[src/bcs_pkg.sv]
package bcs_pkg;

   // Default sequencing parameters
   localparam int unsigned DEF_STABLE_SAMPLES = 10;
   localparam int unsigned DEF_UNKNOWN_HOLD   = 70;
   localparam int unsigned DEF_ERROR_HOLD     = 100;
   localparam int unsigned DEF_CELLS          = 6;

   // Cell inputs carried by one sample
   localparam int unsigned MAX_CELLS = 6;

   // Cell detection thresholds
   localparam logic signed [15:0] CELL_PRESENT_MV   = 16'sd2000;
   localparam logic [10:0]        CELL_TOLERANCE_MV = 11'd300;

   // Divide by ten: floor(x * 52429 / 2^19) is exact for 15-bit x
   localparam logic [15:0] DIV10_MULT  = 16'd52429;
   localparam int unsigned DIV10_SHIFT = 19;

   // Charger modes; any other code means stop
   localparam logic [1:0] MODE_AUTO   = 2'd0;
   localparam logic [1:0] MODE_MANUAL = 2'd1;

   // Register indexes
   localparam logic [1:0] CSR_CELL_TARGET  = 2'd0;
   localparam logic [1:0] CSR_CHARGE_CURR  = 2'd1;
   localparam logic [1:0] CSR_MANUAL_CELLS = 2'd2;

   // Reset values of the registers
   localparam logic [12:0] RST_CELL_TARGET  = 13'd3850;
   localparam logic [14:0] RST_CHARGE_CURR  = 15'd1000;
   localparam logic [2:0]  RST_MANUAL_CELLS = 3'd6;

   typedef struct packed {
      logic [1:0]         mode;
      logic [14:0]        pack_voltage_mv;
      logic signed [15:0] pack_current_ma;
      logic signed [15:0] cell0_mv;
      logic signed [15:0] cell1_mv;
      logic signed [15:0] cell2_mv;
      logic signed [15:0] cell3_mv;
      logic signed [15:0] cell4_mv;
      logic signed [15:0] cell5_mv;
      logic               balancer_done;
   } req_item_type;

   typedef struct packed {
      logic [2:0] charge_state;
      logic [2:0] active_cells;
      logic [2:0] detected_cells;
      logic       clear_counters;
      logic       request_stop;
   } rsp_item_type;

   typedef struct packed {
      logic [1:0]  index;
      logic [14:0] value;
   } csr_item_type;

endpackage

[src/bcs_chan_if.sv]
interface bcs_chan_if #(
   parameter type payload_type = logic
);
   logic        valid;
   logic        ready;
   payload_type data;

   modport source (output valid, output data, input ready);
   modport sink   (input valid, input data, output ready);
endinterface

[src/battery_charge_state_sequencer.sv]
// Battery charge state sequencer. Each req beat is one sample period (mode, pack
// voltage and current, six cell voltages, balancer-done flag); each produces exactly
// one rsp beat with the charge state after that sample, the latched cell count, the
// cell count detected in the sample and the clear_counters / request_stop pulses.
// One beat per cycle is sustained while rsp ready stays high: a beat lands in an
// input register, one pass of shallow logic (cell count and pack check, state
// update) feeds the result register, which drives rsp. While a finished result
// waits for rsp ready, the input register takes one more beat and then holds req
// ready low. The csr channel is always
// ready; write registers only while no sample is in flight. Register 0 is the
// per-cell end-of-charge voltage, 1 the charge current setpoint (full below a tenth
// of it), 2 the manual-mode cell count (zero never matches).
module battery_charge_state_sequencer #(
   parameter int unsigned STABLE_SAMPLES = bcs_pkg::DEF_STABLE_SAMPLES,
   parameter int unsigned UNKNOWN_HOLD   = bcs_pkg::DEF_UNKNOWN_HOLD,
   parameter int unsigned ERROR_HOLD     = bcs_pkg::DEF_ERROR_HOLD,
   parameter int unsigned CELLS          = bcs_pkg::DEF_CELLS
) (
   input logic        clock,
   input logic        reset,
   bcs_chan_if.sink   req_bus,
   bcs_chan_if.source rsp_bus,
   bcs_chan_if.sink   csr_bus
);

   // Phase codes
   localparam logic [2:0] PH_WAITING  = 3'd0;
   localparam logic [2:0] PH_CHARGING = 3'd1;
   localparam logic [2:0] PH_FULL     = 3'd2;
   localparam logic [2:0] PH_UNKNOWN  = 3'd3;
   localparam logic [2:0] PH_ERROR    = 3'd4;

   // Counter widths follow from the hold and run lengths
   localparam int unsigned MAX_HOLD = (UNKNOWN_HOLD > ERROR_HOLD) ? UNKNOWN_HOLD : ERROR_HOLD;
   localparam int unsigned TW = $clog2(MAX_HOLD + 1);
   localparam int unsigned RW = $clog2(STABLE_SAMPLES + 1);

   // ---------------------------------------------------------------- registers
   logic [12:0] cell_target_ff;
   logic [14:0] charge_curr_ff;
   logic [2:0]  manual_cells_ff;

   logic                  s1_valid_ff, s1_valid_in;
   bcs_pkg::req_item_type s1_item_ff;

   logic                  rsp_valid_ff, rsp_valid_in;
   bcs_pkg::rsp_item_type rsp_item_ff, rsp_item_in;

   logic [2:0]    phase_ff, phase_in;
   logic [2:0]    latched_ff, latched_in;
   logic [2:0]    prev_count_ff;
   logic [RW-1:0] run_ff, run_in;
   logic [TW-1:0] timer_ff, timer_in;

   // ---------------------------------------------------------------- handshakes
   logic req_take;
   logic advance;

   // Move the held sample on when the result register is free or being drained
   assign advance     = s1_valid_ff && (!rsp_valid_ff || rsp_bus.ready);
   assign req_bus.ready = !s1_valid_ff || advance;
   assign req_take    = req_bus.valid && req_bus.ready;

   assign s1_valid_in  = req_take ? 1'b1 : (advance ? 1'b0 : s1_valid_ff);
   assign rsp_valid_in = advance ? 1'b1 : (rsp_bus.ready ? 1'b0 : rsp_valid_ff);

   assign csr_bus.ready = 1'b1;
   assign rsp_bus.valid = rsp_valid_ff;
   assign rsp_bus.data  = rsp_item_ff;

   // ---------------------------------------------------------------- cell detection
   logic signed [15:0] cell_mv [bcs_pkg::MAX_CELLS];
   logic [17:0]        cell_sum;
   logic [2:0]         cell_count;
   logic [17:0]        pack_diff;
   logic [10:0]        tolerance;
   logic [2:0]         det;

   assign cell_mv[0] = s1_item_ff.cell0_mv;
   assign cell_mv[1] = s1_item_ff.cell1_mv;
   assign cell_mv[2] = s1_item_ff.cell2_mv;
   assign cell_mv[3] = s1_item_ff.cell3_mv;
   assign cell_mv[4] = s1_item_ff.cell4_mv;
   assign cell_mv[5] = s1_item_ff.cell5_mv;

   // Sum and count the cells above the presence threshold
   always_comb begin
      cell_sum   = '0;
      cell_count = '0;
      for (int i = 0; i < int'(CELLS); i++) begin
         if (cell_mv[i] > bcs_pkg::CELL_PRESENT_MV) begin
            cell_sum   = cell_sum + {3'b000, cell_mv[i][14:0]};
            cell_count = cell_count + 3'd1;
         end
      end
   end

   // Accept the count only if the cell sum matches the pack within tolerance
   assign pack_diff = (cell_sum >= {3'b000, s1_item_ff.pack_voltage_mv})
                    ? cell_sum - {3'b000, s1_item_ff.pack_voltage_mv}
                    : {3'b000, s1_item_ff.pack_voltage_mv} - cell_sum;
   assign tolerance = {8'd0, cell_count} * bcs_pkg::CELL_TOLERANCE_MV;
   assign det       = (pack_diff < {7'd0, tolerance}) ? cell_count : 3'd0;

   // ---------------------------------------------------------------- end-of-charge test
   logic [30:0] curr_scaled;
   logic [11:0] curr_limit;
   logic [15:0] full_mv;
   logic        is_full;
   logic        is_stop;

   assign curr_scaled = 31'({16'd0, charge_curr_ff} * {15'd0, bcs_pkg::DIV10_MULT});
   assign curr_limit  = curr_scaled[30:bcs_pkg::DIV10_SHIFT];
   assign full_mv     = {3'b000, cell_target_ff} * {13'd0, latched_ff};
   assign is_full     = ({1'b0, s1_item_ff.pack_voltage_mv} >= full_mv)
                     && (s1_item_ff.pack_current_ma < $signed({4'd0, curr_limit}))
                     && s1_item_ff.balancer_done;
   assign is_stop     = (s1_item_ff.mode != bcs_pkg::MODE_AUTO)
                     && (s1_item_ff.mode != bcs_pkg::MODE_MANUAL);

   // ---------------------------------------------------------------- sequencer
   logic [TW:0] timer_inc;
   logic [RW:0] run_inc;
   logic        clr;
   logic        stop_req;

   assign timer_inc = {1'b0, timer_ff} + {{TW{1'b0}}, 1'b1};
   assign run_inc   = {1'b0, run_ff} + {{RW{1'b0}}, 1'b1};

   always_comb begin
      phase_in   = phase_ff;
      latched_in = latched_ff;
      timer_in   = timer_ff;
      run_in     = '0;
      clr        = 1'b0;
      stop_req   = 1'b0;
      case (phase_ff)
         PH_CHARGING: begin
            if (is_stop) begin
               phase_in = PH_WAITING;
            end else begin
               if (is_full) begin
                  phase_in = PH_FULL;
               end
               // A changed pack overrides the full decision
               if (det != latched_ff) begin
                  latched_in = 3'd0;
                  phase_in   = PH_UNKNOWN;
                  timer_in   = '0;
               end
            end
         end
         PH_FULL: begin
            if (det != latched_ff) begin
               latched_in = 3'd0;
               phase_in   = PH_UNKNOWN;
               timer_in   = '0;
            end
         end
         PH_UNKNOWN: begin
            timer_in = timer_inc[TW-1:0];
            if (timer_inc >= (TW+1)'(UNKNOWN_HOLD)) begin
               timer_in = '0;
               phase_in = PH_WAITING;
            end
         end
         PH_ERROR: begin
            timer_in = timer_inc[TW-1:0];
            if (timer_inc >= (TW+1)'(ERROR_HOLD)) begin
               timer_in = '0;
               phase_in = PH_WAITING;
               stop_req = 1'b1;
            end
         end
         default: begin
            phase_in = PH_WAITING;
            if (s1_item_ff.mode == bcs_pkg::MODE_AUTO) begin
               // Extend the run on a repeated count, restart it on a new one
               if (det == 3'd0) begin
                  run_in = '0;
               end else if (det == prev_count_ff) begin
                  run_in = (run_inc >= (RW+1)'(STABLE_SAMPLES))
                         ? RW'(STABLE_SAMPLES) : run_inc[RW-1:0];
               end else begin
                  run_in = RW'(1);
               end
               if ((det != 3'd0) && (run_in >= RW'(STABLE_SAMPLES))) begin
                  latched_in = det;
                  phase_in   = PH_CHARGING;
                  clr        = 1'b1;
                  run_in     = '0;
               end
            end else if (s1_item_ff.mode == bcs_pkg::MODE_MANUAL) begin
               if ((manual_cells_ff != 3'd0) && (det == manual_cells_ff)) begin
                  latched_in = manual_cells_ff;
                  phase_in   = PH_CHARGING;
                  clr        = 1'b1;
               end else begin
                  phase_in = PH_ERROR;
                  timer_in = '0;
               end
            end
         end
      endcase
   end

   always_comb begin
      rsp_item_in.charge_state   = phase_in;
      rsp_item_in.active_cells   = latched_in;
      rsp_item_in.detected_cells = det;
      rsp_item_in.clear_counters = clr;
      rsp_item_in.request_stop   = stop_req;
   end

   // ---------------------------------------------------------------- clocked
   always_ff @(posedge clock) begin
      if (reset) begin
         cell_target_ff  <= bcs_pkg::RST_CELL_TARGET;
         charge_curr_ff  <= bcs_pkg::RST_CHARGE_CURR;
         manual_cells_ff <= bcs_pkg::RST_MANUAL_CELLS;
      end else if (csr_bus.valid) begin
         case (csr_bus.data.index)
            bcs_pkg::CSR_CELL_TARGET:  cell_target_ff  <= csr_bus.data.value[12:0];
            bcs_pkg::CSR_CHARGE_CURR:  charge_curr_ff  <= csr_bus.data.value;
            bcs_pkg::CSR_MANUAL_CELLS: manual_cells_ff <= csr_bus.data.value[2:0];
            default: begin
            end
         endcase
      end
   end

   always_ff @(posedge clock) begin
      if (reset) begin
         s1_valid_ff   <= 1'b0;
         rsp_valid_ff  <= 1'b0;
         phase_ff      <= PH_WAITING;
         latched_ff    <= 3'd0;
         prev_count_ff <= 3'd0;
         run_ff        <= '0;
         timer_ff      <= '0;
      end else begin
         s1_valid_ff  <= s1_valid_in;
         rsp_valid_ff <= rsp_valid_in;
         if (advance) begin
            phase_ff      <= phase_in;
            latched_ff    <= latched_in;
            prev_count_ff <= det;
            run_ff        <= run_in;
            timer_ff      <= timer_in;
         end
      end
   end

   // Payload registers carry no reset
   always_ff @(posedge clock) begin
      if (req_take) begin
         s1_item_ff <= req_bus.data;
      end
      if (advance) begin
         rsp_item_ff <= rsp_item_in;
      end
   end

`ifndef SYNTH
   a_clear_starts_charge: assert property (@(posedge clock) disable iff (reset)
      rsp_bus.valid && rsp_bus.data.clear_counters |->
         rsp_bus.data.charge_state == PH_CHARGING
         && rsp_bus.data.active_cells == rsp_bus.data.detected_cells
         && rsp_bus.data.active_cells != 3'd0)
      else $error("clear_counters without a valid charge start");

   a_stop_leaves_error: assert property (@(posedge clock) disable iff (reset)
      rsp_bus.valid && rsp_bus.data.request_stop |->
         rsp_bus.data.charge_state == PH_WAITING && !rsp_bus.data.clear_counters)
      else $error("request_stop outside the return from error");

   a_charging_has_cells: assert property (@(posedge clock) disable iff (reset)
      (phase_ff == PH_CHARGING || phase_ff == PH_FULL) |-> latched_ff != 3'd0)
      else $error("charging or full with no latched cells");

   a_unknown_clears_cells: assert property (@(posedge clock) disable iff (reset)
      phase_ff == PH_UNKNOWN |-> latched_ff == 3'd0)
      else $error("unknown phase kept a latched cell count");
`endif

endmodule

[src/flat_wrapper.sv]
// flat-port wrapper written by rule: the top's interface ports become plain ports
module battery_charge_state_sequencer_flat 
#(
   parameter int unsigned STABLE_SAMPLES = bcs_pkg::DEF_STABLE_SAMPLES,
   parameter int unsigned UNKNOWN_HOLD   = bcs_pkg::DEF_UNKNOWN_HOLD,
   parameter int unsigned ERROR_HOLD     = bcs_pkg::DEF_ERROR_HOLD,
   parameter int unsigned CELLS          = bcs_pkg::DEF_CELLS
)
  (clock, reset, req_bus_valid, req_bus_data, req_bus_ready, rsp_bus_valid, rsp_bus_data, rsp_bus_ready, csr_bus_valid, csr_bus_data, csr_bus_ready);
  bcs_chan_if #(.payload_type(bcs_pkg::req_item_type)) req_bus_i ();
  bcs_chan_if #(.payload_type(bcs_pkg::rsp_item_type)) rsp_bus_i ();
  bcs_chan_if #(.payload_type(bcs_pkg::csr_item_type)) csr_bus_i ();
  input logic clock;
  input logic reset;
  input wire logic [$bits(req_bus_i.valid)-1:0] req_bus_valid;
  input wire logic [$bits(req_bus_i.data)-1:0] req_bus_data;
  output wire logic [$bits(req_bus_i.ready)-1:0] req_bus_ready;
  output wire logic [$bits(rsp_bus_i.valid)-1:0] rsp_bus_valid;
  output wire logic [$bits(rsp_bus_i.data)-1:0] rsp_bus_data;
  input wire logic [$bits(rsp_bus_i.ready)-1:0] rsp_bus_ready;
  input wire logic [$bits(csr_bus_i.valid)-1:0] csr_bus_valid;
  input wire logic [$bits(csr_bus_i.data)-1:0] csr_bus_data;
  output wire logic [$bits(csr_bus_i.ready)-1:0] csr_bus_ready;
  assign req_bus_i.valid = req_bus_valid;
  assign req_bus_i.data = req_bus_data;
  assign req_bus_ready = req_bus_i.ready;
  assign rsp_bus_valid = rsp_bus_i.valid;
  assign rsp_bus_data = rsp_bus_i.data;
  assign rsp_bus_i.ready = rsp_bus_ready;
  assign csr_bus_i.valid = csr_bus_valid;
  assign csr_bus_i.data = csr_bus_data;
  assign csr_bus_ready = csr_bus_i.ready;
  battery_charge_state_sequencer #(.STABLE_SAMPLES(STABLE_SAMPLES), .UNKNOWN_HOLD(UNKNOWN_HOLD), .ERROR_HOLD(ERROR_HOLD), .CELLS(CELLS)) u_core (.clock(clock), .reset(reset), .req_bus(req_bus_i), .rsp_bus(rsp_bus_i), .csr_bus(csr_bus_i));
endmodule
[config.mk]
export PLATFORM = sky130hd
export DESIGN_NAME = battery_charge_state_sequencer_flat
export DESIGN_NICKNAME = d
export VERILOG_FILES = /design/src/bcs_pkg.sv /design/src/bcs_chan_if.sv /design/src/battery_charge_state_sequencer.sv /design/src/flat_wrapper.sv
export SDC_FILE = /design/constraint.sdc
export NUM_CORES = 1
export LEC_CHECK = 0
export BUFFER_PORTS_ARGS = -buffer_cell sky130_fd_sc_hd__buf_2
export CAP_MARGIN = 40
export CELL_PAD_IN_SITES_DETAIL_PLACEMENT = 1
export CELL_PAD_IN_SITES_GLOBAL_PLACEMENT = 1
export CORE_MARGIN = 2
export CORE_UTILIZATION = 48
export DETAILED_ROUTE_END_ITERATION = 10
export MAX_ROUTING_LAYER = met4
export PLACE_DENSITY_LB_ADDON = 0.12
export RECOVER_POWER = 50
export SLEW_MARGIN = 20
export SYNTH_ARGS = -nofsm -noshare
export SYNTH_HDL_FRONTEND = slang
export SYNTH_SLANG_ARGS = --single-unit
[constraint.sdc]
create_clock -name clock -period 18.5 [get_ports clock]
set_input_delay 2.775 -clock clock [delete_from_list [all_inputs] [get_ports clock]]
set_output_delay 2.775 -clock clock [all_outputs]
set_load 0.1 [all_outputs]
* Word-level counts from Yosys, hierarchy flattened
Cells that the tools add are included.
Cells by class: multiply operators 3, add/sub/neg operators 14, reductions and logical operators 26, muxes and demuxes 57, order comparisons 14, equality and inequality tests 14
Operators by type and width (count):
- $mux 18 | 6
- $gt 16x12->1 const B | 6
- $add 18x15->18 | 4
- $mux 3 | 21
- $mux 7 | 7
- $mux 4 | 8
- $mul 15x16->31 const B | 1
- $pmux 7 s4 | 1
- $ge 18x15->1 | 1
- $lt 18x11->1 | 1
- $sub 15x18->18 | 1
- $sub 18x15->18 | 1
- $add 15x15->16 | 1
- $ge 15x16->1 | 1
- $ge 8x7->1 const B | 2
- $lt 16x13->1 | 1
- $mul 13x3->16 | 1
- $mux 15 | 1
- $add 3x1->3 const B | 4
- $pmux 3 s4 | 1
- $mux 1 | 11
- $ne 5x5->1 const B | 2
- $mul 3x7->9 const B | 1
- $pmux 3 s3 | 1
- other kinds (26) | 43
Word-level totals: flip-flop bits (word level) 194, bits of input ports 152

* Depth between registers and ports, before layout
depth in word-level cells 26, depth in mapped cells 72, gate-level depth less buffers 71

* Worst setup path after synthesis
No wires, ideal clock.
path kind register to register, start register u_core.s1_item_ff (netlist bit u_core.cell_mv[83]), end register u_core.rsp_item_ff (netlist bit u_core.rsp_bus.data[8]) (data pin), arrival 12.510 ns, data required time 18.237 ns, cell stages (with the launch flop) 67, setup slack 5.727 ns, path through edfxtp_1 o41a_1 o2111ai_1 a21oi_1 clkbuf_1 nand2_1 inv_1 ha_1 nor2b_1 o21ai_0 a21boi_0 o21ai_0 a21boi_0 o21ai_0 a21boi_0 o21ai_0 a21boi_0 o31ai_1 [31 not listed] o21ai_0 a21oi_1 xnor2_1 ha_1 a21o_1 a21oi_1 nor2b_1 o21ai_0 nand2_1 a2111oi_2 o211ai_1 or2_4 a211oi_4 xor2_1 nor3_1 a2111oi_4 nor4_2 nand2_1
Between the ends: word-level cells in the longest chain between the ends 26
Ends and longest elaborated chain:
- start, declared | RTL line battery_charge_state_sequencer.sv:44 | bcs_pkg::req_item_type s1_item_ff;
- start signal, assigned | RTL line battery_charge_state_sequencer.sv:257 | s1_item_ff <= req_bus.data;
- $gt 16x12->1 | RTL line battery_charge_state_sequencer.sv:91 | if (cell_mv[i] > bcs_pkg::CELL_PRESENT_MV) begin
- $mux 15 | RTL line battery_charge_state_sequencer.sv:91
- $add 15x15->16 | RTL line battery_charge_state_sequencer.sv:92 | cell_sum = cell_sum + {3'b000, cell_mv[i][14:0]};
- $mux 18 | RTL line battery_charge_state_sequencer.sv:91
- $add 18x15->18 | RTL line battery_charge_state_sequencer.sv:92
- $mux 18 | RTL line battery_charge_state_sequencer.sv:91
- $add 18x15->18 | RTL line battery_charge_state_sequencer.sv:92
- $mux 18 | RTL line battery_charge_state_sequencer.sv:91
- [11 not listed]
- $mux 4 | RTL line battery_charge_state_sequencer.sv:177 | if (s1_item_ff.mode == bcs_pkg::MODE_AUTO) begin
- $mux 4 | RTL line battery_charge_state_sequencer.sv:137 | case (phase_ff)
- $ge 4x4->1 | RTL line battery_charge_state_sequencer.sv:187 | if ((det != 3'd0) && (run_in >= RW'(STABLE_SAMPLES))) begin
- $logic_and 1x1->1 | RTL line battery_charge_state_sequencer.sv:187
- $mux 1 | RTL line battery_charge_state_sequencer.sv:187
- $mux 3 | RTL line battery_charge_state_sequencer.sv:177
- $pmux 3 s4 (*) | RTL line battery_charge_state_sequencer.sv:137
- via u_core.phase_in[0] | RTL line battery_charge_state_sequencer.sv:49 | logic [2:0] phase_ff, phase_in;
- end signal, assigned | RTL line battery_charge_state_sequencer.sv:260 | rsp_item_ff <= rsp_item_in;
- end, declared | RTL line battery_charge_state_sequencer.sv:47 | bcs_pkg::rsp_item_type rsp_item_ff, rsp_item_in;
The timed path passes the listed nets; every way through them passes the cells marked *. The select of a mux whose other input is x is not followed. A chain may end at the register's enable or synchronous reset.

* Worst setup path after layout
Ends and elaborated chain as after synthesis.

==> summary.txt <==
Timing
  • Max Clk Rate: 0.0677 GHz
  • Clock Skews: 10.4 ps
  • Max-slew violations: 61
  • Final critical-path required period: 14770 ps
  • Final setup violation count: 0
  • Hold Vio Cnt, Final: 0
  • Final setup margin: 3730 ps
  • RSZ-0062 raised after global routing: no
  • Period utilization: 79.9%
  • Slew @ Worst Pin: 1790 ps
  • Setup TNS: 0 ps
  • Rel. slew slack: -19.2%

Synth
  • Synthesis-stage register bit count: 194
  • Synth cell types: 89
  • Post-synth EDFFs: 141
  • Avg Inst Size Synth: 9.26 µm²
  • Post-Syn Nets: 2544
  • Post-Synthesis Cells: 2028
  • Async SR Flop Fraction: 0%
  • Synth Flop Type: edfxtp_1
  • Top post-synthesis cells by area: edfxtp_1 (23%), ha_1 (19%), fa_1 (8.2%)
  • YS warnings: 0
  • Yosys top cell by area: edfxtp_1
  • Top-area cell type share of the netlist area: 22.5%
  • Synthesized area: 0.0188 mm²
  • Seq/Total Area, Yosys: 28.2%

CTS
  • Cts repair resizes: 0
  • Worst skew pair latency: 490 ps
  • Clock Tree Root: clkbuf_16
  • Clock transition at path regs: 70 ps
  • CTS hold repair buffers: 0
  • CTS sink count: 194
  • CTS tree: done
  • Setup repair bufs after CTS: 0
  • H-Tree Depth: 4
  • CTS Buf Count: 17
  • CTS Buffer Depth: 2

Hold path
  • Worst Hold Class: flop to flop
  • Worst hold start: u_core.cell_target_ff[12]
  • Hold depth: 2
  • WHS Endpoint: u_core.cell_target_ff[12]

Finish
  • Antenna diodes: 0
  • Commonest non-fill, non-tap cell in the layout: ha_1
  • Fillers: 4529
  • Storage cell area: 0.00530 mm²
  • Layout cells sized above 1: 11.5%
  • Multi-input combinational cell area: 0.0124 mm²
  • Most frequent cells in the layout: ha_1 (287), inv_1 (236), nand2_1 (206)
  • Final instance area: 0.0208 mm²
  • P&R area growth vs syn: 10.7%
  • Fin nets: 2695

Floorplanning
  • Top Ports: 166
  • Total die area: 0.0407 mm²
  • Row Count: 72
  • Die span in x: 202 µm
  • Placeable Area: 0.0386 mm²
  • Initial Util: 48.6%
  • Die Height: 202 µm

Setup path
  • CP max stage delay: 610 ps
  • Worst Reg-to-Reg Cells: 65
  • WS Path Type: flop to flop
  • Critical Path Source Type: flop
  • Beginning of the critical path: u_core.cell_mv[83]
  • Nature of the critical path endpoint: flop
  • CP Data Required Time: 18740 ps
  • Worst-path fanout max: 14
  • Cell mode on critical path: ha_1
  • R2R setup slack: 3730 ps
  • Slowest CP cell: a2111oi_0
  • Critical path arrival: 15010 ps
  • RR Startpoint: u_core.cell_mv[83]
  • RR Endpoint: u_core.rsp_bus.data[8]

Status
  • Status: finished, violations left
  • Failing checks: capacitance limit, slew limit

Route
  • Routed wire length per instance: 18.8 µm
  • Initial drt markers: 650
  • DRT Pass-1 Iters: 5
  • Final ANT Viol Nets: 0
  • Vias/cell: 5.64
  • Total Wirelength: 50.9 mm
  • Via Count: 15300
  • DRC Markers: 0

Pwr
  • Max rail drop VDD: 81.8 µV
  • Sw frac: 44.7%
  • Combinational power share: 63.1%
  • Cell Pwr Density: 120 mW/mm²
  • NetSw: 0.00112 W
  • Internal cell power: 0.00138 W
  • Clk pwr share: 16.4%
  • Leakage: 9.52 nW
  • Sequential share of power: 20.5%

Global routing
  • Number of global-route vias before repair: 16200
  • First-pass GRT wire length: 83.1 mm
  • Largest net degree at the start of global routing: 62
  • Gr usage total: 26.5%
  • Initial antenna violation count: 0
  • Total grt overflow: 0

Placed design
  • Post-DP HPWL: 42.1 mm
  • Cell area after placement: 0.0202 mm²
  • RePlAce Congestion: 0.928
  • I/O Buffers: 164
  • Pre-CTS WS: 3690 ps

Run
  • Max_cap viols: 2
## worst max-delay path, delay by kind of cell, from the launching register on
family,cells,cell delay [ps]
AOI/OAI and AO/OA,29,6890
xor gates and xnor gates,6,950
adders and majority gates,8,2430
buffers and inverters,2,300
DFF,1,390
muxes,2,560
and+or+nand+nor,18,3000
## cell usage after synthesis, drive strengths merged (35+ instances only)
library cell	number
nor2	125
o21ai	94
a21o	41
a21oi	145
ha	287
dfxtp	53
fa	77
inv	236
xnor2	74
nand2	206
edfxtp	141
clkbuf	35
## power groups by stage
stage               sequential [W]  combinational (W)  clock, W
finish                    0.000512            0.00157  0.000408
global route              0.000514            0.00178  0.000431
CTS                       0.000511            0.00158  0.000418
detailed placement        0.000520            0.00156         0
global placement          0.000520            0.00149         0
floorplan                 0.000523            0.00117         0
## state kept, by name, indices dropped and copies added (netlist names)
name and flops:
u_core.latched_ff 3, u_core.run_ff 4, u_core.rsp_bus.valid 1, u_core.phase_ff 3, u_core.cell_target_ff 13, u_core.rsp_bus.data 11, u_core.charge_curr_ff 15, u_core.timer_ff 7
u_core.s1_valid_ff 1, u_core.manual_cells_ff 3, u_core.cell_mv 96, u_core.s1_item_ff 34, u_core.prev_count_ff 3
## metal layers
layer  vias up  global-route usage [%]  share of wire, %
li1       7461                       -                 -
met1      7518                    30.7                43
met2       225                    46.8                52
met3        82                    3.93               2.7
met4         0                    9.06               2.7
met5         -                       -                 0
## logic make-up (layout without fill, tap and decap cells)
family	Yosys count	count (layout)	share of synthesized area, %
compound gates	483	483	17.3
xor+xnor	106	106	5.02
fa+ha+maj	364	364	27.3
buf+inv	281	444	5.64
flops	194	194	28.2
mux	36	36	2.10
other cells	1	1	0.0200
simple gates	563	563	14.4
## through the flow
step / instances / power [W] / util, % / hold slack, ps
after detailed placement: 2676 / 0.00208 / 52.2 / 480
after CTS: 2707 / 0.00251 / 53.9 / 490
final: 2709 / 0.00249 / 53.8 / 489
after floorplan: 2028 / 0.00170 / - / 453
after global routing: 2709 / 0.00273 / 53.8 / 518
after global placement: 2673 / 0.00201 / 52.1 / 477
## final cells by class
| type | count | area share, % |
|---|---|---|
| Sequential cell | 194 | 25.5 |
| Inverter | 238 | 4.30 |
| Tap cell | 518 | 3.12 |
| Clock inverter | 13 | 0.951 |
| Clock buffer | 18 | 2.06 |
| Multi-Input combinational cell | 1553 | 59.8 |
| Timing Repair Buffer | 175 | 4.32 |
## how the worst max path moves through the flow
stage                             endpoint  slack (ps)  cells past startpoint
detailed placement  u_core.rsp_bus.data[8]        3690                     65
global placement    u_core.rsp_bus.data[8]        4560                     65
finish              u_core.rsp_bus.data[8]        3730                     65
CTS                 u_core.rsp_bus.data[8]        3580                     65
floorplan           u_core.rsp_bus.data[8]        5730                     66
global route        u_core.rsp_bus.data[8]        2410                     65
(Power assumes the default switching activity.)
